==> src/rtl/vct_pkg.sv <==
// ----------------------------------------------------------------------------
// Velocity calibration table package
// Field widths, opcodes and the fixed arithmetic constants of the table.
// ----------------------------------------------------------------------------
package vct_pkg;

   localparam int OP_W    = 2;
   localparam int TRAIN_W = 7;
   localparam int LEVEL_W = 4;
   localparam int VAL_W   = 12;
   localparam int VEL_W   = 13;
   localparam int STOP_W  = 14;

   localparam int LINEAR_LEVEL = 5;
   localparam int FB_SLOPE     = 63;
   localparam int FB_OFFSET    = 281;

   // floor(p / 5) == (p * 26215) >> 17 for every p below 2**14
   localparam int LIN_PROD_W   = 14;
   localparam int DIV5_RECIP   = 26215;
   localparam int DIV5_RECIP_W = 15;
   localparam int DIV5_SHIFT   = 17;
   localparam int LIN_MUL_W    = LIN_PROD_W + DIV5_RECIP_W;

   typedef enum logic [OP_W-1:0] {
      OP_RECORD = 2'd0,
      OP_QUERY  = 2'd1,
      OP_SET    = 2'd2
   } op_type;

endpackage

==> src/rtl/vct_avg_div.sv <==
// ----------------------------------------------------------------------------
// Sample average divider
// Restoring divider, one quotient bit per cycle; the quotient is known to
// fit the sample width, so only that many steps are taken.
// ----------------------------------------------------------------------------
module vct_avg_div #(
   parameter int FILL_W = 4
) (
   input  logic                                  clock,
   input  logic                                  reset,
   input  logic                                  start,
   input  logic [vct_pkg::VAL_W+FILL_W-1:0]      total,
   input  logic [FILL_W-1:0]                     count,
   output logic                                  done,
   output logic [vct_pkg::VAL_W-1:0]             quotient
);
   import vct_pkg::*;

   localparam int TOTAL_W = VAL_W + FILL_W;
   localparam int STEP_W  = $clog2(VAL_W + 1);

   logic                active_ff, active_in;
   logic                done_ff, done_in;
   logic [STEP_W-1:0]   cnt_ff, cnt_in;
   logic [FILL_W-1:0]   rem_ff, rem_in;
   logic [FILL_W-1:0]   count_ff, count_in;
   logic [VAL_W-1:0]    sh_ff, sh_in;
   logic [FILL_W:0]     trial;
   logic [FILL_W:0]     diff;
   logic                ge;

   assign trial = {rem_ff, sh_ff[VAL_W-1]};
   assign diff  = trial - {1'b0, count_ff};
   assign ge    = trial >= {1'b0, count_ff};

   always_comb begin
      active_in = active_ff;
      done_in   = 1'b0;
      cnt_in    = cnt_ff;
      rem_in    = rem_ff;
      count_in  = count_ff;
      sh_in     = sh_ff;
      if (start) begin
         active_in = 1'b1;
         cnt_in    = '0;
         rem_in    = total[TOTAL_W-1:VAL_W];
         sh_in     = total[VAL_W-1:0];
         count_in  = count;
      end else if (active_ff) begin
         rem_in = ge ? diff[FILL_W-1:0] : trial[FILL_W-1:0];
         sh_in  = {sh_ff[VAL_W-2:0], ge};
         cnt_in = cnt_ff + 1'b1;
         if (cnt_ff == STEP_W'(VAL_W - 1)) begin
            active_in = 1'b0;
            done_in   = 1'b1;
         end
      end
   end

   always_ff @(posedge clock) begin
      if (reset) begin
         active_ff <= 1'b0;
         done_ff   <= 1'b0;
         cnt_ff    <= '0;
      end else begin
         active_ff <= active_in;
         done_ff   <= done_in;
         cnt_ff    <= cnt_in;
      end
      rem_ff   <= rem_in;
      count_ff <= count_in;
      sh_ff    <= sh_in;
   end

   assign done     = done_ff;
   assign quotient = sh_ff;

   a_rem_below_count: assert property (@(posedge clock) disable iff (reset)
      active_ff |-> (rem_ff < count_ff))
      else $error("divider remainder not below divisor");

   a_start_idle: assert property (@(posedge clock) disable iff (reset)
      start |-> !active_ff)
      else $error("divider restarted while running");

   a_done_ends_run: assert property (@(posedge clock) disable iff (reset)
      done_ff |-> !active_ff)
      else $error("divider done while still running");

endmodule

==> config.mk <==
export PLATFORM = sky130hd
export DESIGN_NAME = vct_avg_div
export DESIGN_NICKNAME = d
export VERILOG_FILES = /design/src/rtl/vct_pkg.sv /design/src/rtl/vct_avg_div.sv
export SDC_FILE = /design/constraint.sdc
export NUM_CORES = 1
export LEC_CHECK = 0
export BUFFER_PORTS_ARGS = -buffer_cell sky130_fd_sc_hd__buf_4
export CAP_MARGIN = 20
export CORE_AREA = 2 2 70 72
export CTS_BUF_LIST = sky130_fd_sc_hd__clkbuf_2 sky130_fd_sc_hd__clkbuf_4 sky130_fd_sc_hd__clkbuf_8
export CTS_CLUSTER_DIAMETER = 100
export DETAILED_ROUTE_END_ITERATION = 12
export DIE_AREA = 0 0 72 74
export PLACE_DENSITY = 0.45
export RECOVER_POWER = 100
export SLEW_MARGIN = 30
export SYNTH_ARGS = -nofsm -noshare
export SYNTH_HDL_FRONTEND = slang
export SYNTH_SLANG_ARGS = --single-unit
==> constraint.sdc <==
create_clock -name clock -period 2.26 [get_ports clock]
set_input_delay 0.113 -clock clock [delete_from_list [all_inputs] [get_ports clock]]
set_output_delay 0.113 -clock clock [all_outputs]
set_load 0.1 [all_outputs]
==> results of run 1 <==
-- power by group through the flow --
stage	Sequential (mW)	Clock, mW	Combinational [mW]
6_report	0.606	0.392	0.468
5_1_grt	0.614	0.429	0.505
4_1_cts	0.609	0.406	0.487
3_5_place_dp	0.619	0	0.481
3_3_place_gp	0.618	0	0.477
2_1_floorplan	0.788	0	0.202
-- cell type report --
type                       count  area [sq um]
clock inverter                 1         30.03
tap                           54         67.56
clock buffer                   3         41.29
fill                         475          2888
multi-input combinational     64         556.8
timing repair buffer          41         267.8
sequential                    26         720.7
inverter                       7         26.28
-- critical path, stage by stage, from the launching register on --
cell and delay, ns:
edfxtp_1 0.42, inv_1 0.10, ha_4 0.15, inv_2 0.04, fa_2 0.34, xnor2_1 0.14
o31ai_1 0.08, or4_1 0.41, o311a_1 0.14
-- cell families after synthesis --
kind of cell / Yosys count / share of synthesized area, %
adders and majority gates: 6 / 6.310
muxes: 14 / 11.85
buffers and inverters: 10 / 3.537
and+or+nand+nor: 24 / 10.14
xor gates and xnor gates: 4 / 2.677
AOI/OAI and AO/OA: 16 / 10.42
DFF: 26 / 55.07
-- cells in the final DEF (no fill, tap or decap), types with 3 or more instances in the layout --
cell type / count
a21oi_1: 3
buf_4: 18
clkbuf_1: 14
clkbuf_4: 4
clkbuf_8: 3
dfxtp_1: 6
dlygate4sd3_1: 5
edfxtp_1: 20
ha_1: 4
inv_1: 6
mux2_1: 4
mux2_2: 8
nor2_1: 10
or2_0: 3
-- metrics by stage --
step           TNS (ns)  instances  hold WS (ns)  total power, mW
2_1_floorplan   -0.2557        100        0.1854           0.9898
3_3_place_gp          0        187        0.2752            1.095
3_5_place_dp          0        187        0.2776            1.100
4_1_cts               0        193      0.004654            1.501
5_1_grt               0        196        0.1060            1.549
6_report              0        196        0.1281            1.466
-- state kept, by name, indices dropped and copies added (netlist names) --
name,flops
done,1
quotient,12
active_ff,1
cnt_ff,4
count_ff,4
rem_ff,4
-- worst max path at each step --
stage,to,slack [ns],cells past startpoint
final,rem_ff[2],0.21,8
after global routing,rem_ff[2],0.06,8
after CTS,rem_ff[2],0.22,8
after detailed placement,rem_ff[2],0.24,8
after global placement,rem_ff[1],0.23,5
after floorplan,rem_ff[2],-0.17,8
-- metal layers --
layer	share of wire (%)	up-vias
li1	-	455
met1	47	419
met2	47	16
met3	4.9	2
met4	0.78	0
met5	0	-
-- what timing repair did --
action | in CTS | in global routing
hold buffers | 2 | 3
endpoints found under the hold margin | 2 | 3
setup endpoints to repair | 0 | 0
==> results.yml, run 1 <==
outcome:
  status: "completed"
floorplanning:
  core-area_sq_um: 4598
  die_w_um: 72
  io_pins: 36
  start_util_pct: 28.46
  dieArea_sq_um: 5328
  rows: 25
  die_h_um: 74
place:
  dp_hpwl_um: 1944
  routabilityCongestion: 0.8139
  port_buffers: 35
  dp_slack_ns: 0.2405
  dpl_cell_area_sq_um: 1642
grt:
  grt_pass1_wl_um: 4574
  overflow: 0
  busiest_layer: "met2"
  antenna_found_initial: 0
  grt_max_degree: 31
  grtUsageTotal_pct: 11.24
  grt_pass1_vias: 925
  use_met1_pct: 14.65
  grtUsageMet2_pct: 18.21
  grt_util_met3_pct: 3.930
synthesis:
  ys_types: 36
  postSynthRegisterBits: 26
  yosysWarningCount: 0
  ys_async_sr_fraction_pct: 0
  avgSynthCellArea_sq_um: 13.09
  synth_area_leaders: "edfxtp_1 46%, dfxtp_1 9.2%, mux2_2 6.9%"
  synth_top_cell_by_area: "edfxtp_1"
  syn-num-nets: 129
  syn_area_sq_um: 1309
  ys.flop_type: "edfxtp_1"
  post-synth-top-count-cell: "edfxtp_1"
  synth_edf_count: 20
  synth_common_cells: "20 x edfxtp_1, 10 x nor2_1, 8 x mux2_2, 7 x inv_1, 6 x dfxtp_1"
  syn-instance-count: 100
  netlist.area_leader.share_pct: 45.89
  ys_seq_area_share_pct: 55.07
clocking:
  root_buffer: "clkbuf_8"
  clk_pin_slew_ns: 0.09
  cts_buffers: 3
  post_cts_buffers: 0
  cts-resized-gates: 0
  clock_latency_ns: 0.27
  htree_levels: 1
  cts_sinks: 26
  clk_path_buf_depth: 2
  cts_tree: "built"
critical_path:
  r2r_end: "rem_ff[2]"
  critical_path_class: "flop to flop"
  critical_path.endpoint_type: "flop"
  rrSetupSlack_ns: 0.21
  r2r_start: "quotient[11]"
  critPathArrivalTime_ns: 2.08
  worstPathRequired_ns: 2.29
  path_max_fanout: 4
  ff2ff_path_depth: 8
  critPathLaunch: "quotient[11]"
  cp-start-kind: "flop"
cells_and_area:
  n_antenna_cell: 0
  drive_above_1_share_pct: 27.46
  design_area_sq_um: 1710
  area_delta_synth_final_pct: 30.69
  final_util_pct: 37.20
  layout.nets: 172
power_and_ir_drop:
  power_density_nw_per_um2: 856.9
  pwr-share-seq_pct: 41.4
  p_int_mw: 0.9617
  swShare_pct: 34.39
  ir_worst_vdd_v: 0.0003826
  share_comb_of_total_power_pct: 31.9
  p_sw_mw: 0.5041
  total_leakage_power_nw: 0.6442
  power.share.clock_pct: 26.7
route:
  ant_nets: 0
  drt_iter0_drc: 42
  dr_total_vias: 892
  wire_per_inst_um: 13.81
  viasPerCell: 4.551
  drtPass1Iterations: 4
  post-route-drc-count: 0
  wl_um: 2706
timing:
  period_minus_slack_ns: 2.054
  finalSetupViolations: 0
  worst_pin_slew_ns: 1.439
  hold_viol_final: 0
  rsz0062_at_grt: "no"
  clock-skew-final_ns: 0.001525
  fmax_mhz: 486.8
  finalCritPeriodShare_pct: 90.89
  drv_slew: 0
  setup_slack_ns: 0.2059
  timing.slew.headroom_pct: 4.036
min_path:
  hold_end: "quotient[9]"
  min_path_type: "primary input to flop"
  hold_depth: 2
  worstHoldStart: "total[9]"
job:
  max-cap-violations: 0
Note: power is estimated with default switching activity, not from simulation.
==> run 2, diff against run 1 <==
- CORE_AREA: 2 2 70 72 -> 2 2 80 63
- DIE_AREA: 0 0 72 74 -> 0 0 82 65
==> results.yml, run 2 (synthesis gave the netlist of run 1 again) <==
outcome:
  status: "completed"
power_and_ir_drop:
  ir_worst_vdd_v: 0.0003628
  total_power_mw: 1.450
  total_leakage_power_nw: 0.6369
  share_comb_of_total_power_pct: 31.4
  pwr-share-seq_pct: 41.9
  p_sw_mw: 0.4919
  power.share.clock_pct: 26.8
  swShare_pct: 33.92
  power_density_nw_per_um2: 855.3
  p_int_mw: 0.9582
cells_and_area:
  layout_common_cells: "20 x edfxtp_1, 17 x buf_4, 14 x clkbuf_1"
  layout.nets: 170
  drive_above_1_share_pct: 27.86
  layout_commonest_cell: "edfxtp_1"
  largest_register_ffs: 12
  final_util_pct: 36.66
  design_area_sq_um: 1695
  nFillCells: 496
  n_antenna_cell: 0
  area_delta_synth_final_pct: 29.54
critical_path:
  ff2ff_path_depth: 8
  cp-start-kind: "flop"
  critPathArrivalTime_ns: 2.07
  critical_path.endpoint_type: "flop"
  rrSetupSlack_ns: 0.22
  worstPathRequired_ns: 2.29
  r2r_end: "rem_ff[2]"
  critical_path_class: "flop to flop"
  path_max_fanout: 4
  r2r_start: "quotient[11]"
timing:
  period_minus_slack_ns: 2.045
  finalSetupViolations: 0
  fin_hold_ws_ns: 0.03733
  clock-skew-final_ns: 0.003362
  timing.slew.headroom_pct: 4.337
  drv_slew: 0
  fmax_mhz: 489.1
  finalCritPeriodShare_pct: 90.47
  setup_slack_ns: 0.2153
  rsz0062_at_grt: "no"
  worst_pin_slew_ns: 1.435
  hold_viol_final: 0
floorplanning:
  die_w_um: 82
  core-area_sq_um: 4624
  die_h_um: 65
  dieArea_sq_um: 5330
  io_pins: 36
  rows: 22
  start_util_pct: 28.30
clocking:
  cts_tree: "built"
  htree_levels: 1
  cts_buffers: 3
  clk_path_buf_depth: 2
  post_cts_buffers: 0
  clk_pin_slew_ns: 0.09
  root_buffer: "clkbuf_8"
  clock_latency_ns: 0.27
  cts_sinks: 26
place:
  dp_slack_ns: 0.2292
  dpl_cell_area_sq_um: 1649
  dp_hpwl_um: 1934
  routabilityCongestion: 0.7789
  port_buffers: 35
min_path:
  hold_depth: 1
  hold_end: "count_ff[3]"
  min_path_type: "primary input to flop"
  worstHoldStart: "count[3]"
route:
  wire_per_inst_um: 13.08
  ant_nets: 0
  post-route-drc-count: 0
  drtPass1Iterations: 3
  viasPerCell: 4.550
  dr_total_vias: 910
  wl_um: 2615
  drt_iter0_drc: 42
grt:
  grt_max_degree: 31
  grtUsageTotal_pct: 11.04
  antenna_found_initial: 0
  grt_pass1_wl_um: 4409
  overflow: 0
  grt_pass1_vias: 952
job:
  max-cap-violations: 0
run 2: worst max-delay path by stage:
stage | cells past startpoint | end | from | slack, ns
after floorplan | 8 | rem_ff[2] | quotient[11] | -0.17
after global placement | 5 | rem_ff[1] | rem_ff[0] | 0.26
after detailed placement | 8 | rem_ff[2] | quotient[11] | 0.23
after CTS | 8 | rem_ff[2] | quotient[11] | 0.22
after global routing | 5 | rem_ff[1] | rem_ff[0] | 0.01
final | 8 | rem_ff[2] | quotient[11] | 0.22
run 2: metrics by stage:
step	cells	TNS [ns]
finish	200	0
CTS	198	0
global route	200	0
global placement	193	0
floorplan	100	-0.2557
detailed placement	193	0
run 2: cell type report:
type	instances	area, sq um	area share [%]
tap	60	75.07	4.428
clock inverter	1	30.03	1.771
clock buffer	3	41.29	2.435
multi-input combinational	64	556.8	32.84
sequential	26	720.7	42.51
inverter	7	26.28	1.550
timing repair buffer	39	245.2	14.46
run 2: power groups by stage:
stage / combinational (mW) / sequential, mW / clock, mW
floorplan: 0.202 / 0.788 / 0
global placement: 0.475 / 0.618 / 0
detailed placement: 0.480 / 0.620 / 0
CTS: 0.483 / 0.610 / 0.405
global route: 0.496 / 0.614 / 0.424
finish: 0.455 / 0.607 / 0.388
run 2: critical path, cell delays in order, from the launching register on:
cell and delay, ns:
edfxtp_1 0.42, inv_1 0.11, ha_4 0.14, inv_2 0.04, fa_2 0.34, xnor2_1 0.14, o31ai_1 0.08, or4_1 0.40
o311a_1 0.14
run 2: repair_timing:
item / CTS / global route
endpoints found under the hold margin: 1 / 2
hold buffers: 1 / 2
gates resized for setup: 0 / 0
run 2: routing by layer:
layer  wire length (um)  global-route usage, %  vias up  share of wire (%)
met5                  0                      0        -                  0
met4                 17                  3.333        0               0.65
met3                 88                  3.621        2                3.4
met2               1314                  17.99       15                 50
met1               1194                  13.80      443                 46
li1                   -                      -      450                  -
==> run 3, diff against run 2 <==
- CELL_PAD_IN_SITES_DETAIL_PLACEMENT: default -> 1
- CELL_PAD_IN_SITES_GLOBAL_PLACEMENT: default -> 2
- PLACE_DENSITY: 0.45 -> 0.65
- SKIP_LAST_GASP: default -> 1
==> results.yml, run 3 (synthesis gave the netlist of run 1 again) <==
cells_and_area:
  n_antenna_cell: 0
  area_delta_synth_final_pct: 30.31
  final_util_pct: 36.88
  layout_commonest_cell: "edfxtp_1"
  largest_register_ffs: 12
  drive_above_1_share_pct: 26.95
  layout.nets: 171
  stdcell_count: 201
  layout_common_cells: "20 x edfxtp_1, 17 x buf_4, 14 x clkbuf_1"
power_and_ir_drop:
  ir_worst_vdd_v: 0.0003625
  power_density_nw_per_um2: 859.2
  total_leakage_power_nw: 0.6412
timing:
  finalSetupViolations: 0
  worst_pin_slew_ns: 1.398
  drv_slew: 0
  timing.slew.headroom_pct: 6.772
  setup_tns_ns: 0
  clock-skew-final_ns: 0.004492
  rsz0062_at_grt: "no"
  fmax_mhz: 489.8
  fin_hold_ws_ns: 0.03770
  hold_viol_final: 0
  period_minus_slack_ns: 2.042
  finalCritPeriodShare_pct: 90.33
clocking:
  clk_path_buf_depth: 2
  cts_sinks: 26
  cts_buffers: 3
  clk_pin_slew_ns: 0.10
  cts_tree: "built"
  clock_latency_ns: 0.27
  root_buffer: "clkbuf_8"
  post_cts_buffers: 0
  htree_levels: 1
grt:
  antenna_found_initial: 0
  grt_pass1_vias: 952
  busiest_layer: "met2"
  grtUsageMet2_pct: 19.00
  use_met1_pct: 15.46
  overflow: 0
  grtUsageTotal_pct: 11.69
  grt_max_degree: 31
  grt_util_met3_pct: 3.203
  grt_pass1_wl_um: 4698
place:
  routabilityCongestion: 0.8054
  port_buffers: 35
  dpl.cell_count: 193
  dp_hpwl_um: 2003
floorplanning:
  start_util_pct: 28.30
  dieArea_sq_um: 5330
  io_pins: 36
  rows: 22
  die_h_um: 65
  die_w_um: 82
  core-area_sq_um: 4624
route:
  post-route-drc-count: 0
  viasPerCell: 4.552
  dr_total_vias: 915
  wire_per_inst_um: 14.23
  ant_nets: 0
  wl_um: 2860
  drt_iter0_drc: 36
  drtPass1Iterations: 2
critical_path:
  critical_path.endpoint_type: "flop"
  worstPathRequired_ns: 2.29
  critical_path_class: "flop to flop"
  cpPeakStageDelay_ns: 0.42
  critPathArrivalTime_ns: 2.07
  crit_path_cell_trace: "inv_1 > ha_4 > inv_2 > fa_2 > xnor2_1 > o31ai_1 > or4_1 > o311a_1"
  rrSetupSlack_ns: 0.22
  cp-start-kind: "flop"
  slowest_stage: "edfxtp_1"
  path_max_fanout: 4
min_path:
  min_path_type: "primary input to flop"
outcome:
  status: "completed"
job:
  max-cap-violations: 0
-- run 3: timing repair --
item | in CTS | in global routing
hold endpoints to repair | 2 | 2
resized for setup | 0 | 0
hold buffers | 2 | 2
-- run 3: layer usage --
metal | up-vias | share of wire [%]
li1 | 451 | -
met2 | 10 | 49
met1 | 452 | 48
met5 | - | 0
met4 | 0 | 0.56
met3 | 2 | 2.3
-- run 3: final timing paths --
check,startpoint,cells past startpoint,endpoint
max,quotient[11],8,rem_ff[2]
min,count[3],1,count_ff[3]
max reg2reg,quotient[11],8,rem_ff[2]
min reg2reg,cnt_ff[2],1,done
-- run 3: power breakdown --
| part | total, mW | switching [mW] | leakage (nW) | internal [mW] |
|---|---|---|---|---|
| logic | 0.467 | 0.322 | 0.357 | 0.146 |
| clock network | 0.392 | 0.155 | 0.0357 | 0.237 |
| registers | 0.606 | 0.0294 | 0.248 | 0.577 |
-- run 3: layout make-up --
type	count	area (sq um)
clock buffers	3	41.29
clock inverters	1	30.03
fillers	518	2919
inverters	7	26.28
multi-input cells	64	556.8
flip-flops and latches	26	720.7
well taps	60	75.07
repair buffers	40	255.2
-- run 3: per-stage QoR --
stage / power (mW) / setup WS [ns] / instance area, sq um
finish: 1.465 / 0.2185 / 1705
detailed placement: 1.104 / 0.2320 / 1649
CTS: 1.511 / 0.2200 / 1740
global route: 1.545 / 0.09757 / 1705
global placement: 1.096 / 0.2754 / 1649
floorplan: 0.9898 / -0.1745 / 1324
-- run 3: worst max-delay path: cells and delay by family, from the launching register on --
| kind | cells | cell delay (ns) |
|---|---|---|
| adder cells (fa/ha/maj) | 2 | 0.49 |
| flip-flops | 1 | 0.42 |
| AND/OR/NAND/NOR | 1 | 0.40 |
| AO/OA/AOI/OAI | 2 | 0.21 |
| buffers and inverters | 2 | 0.15 |
| XOR/XNOR | 1 | 0.14 |
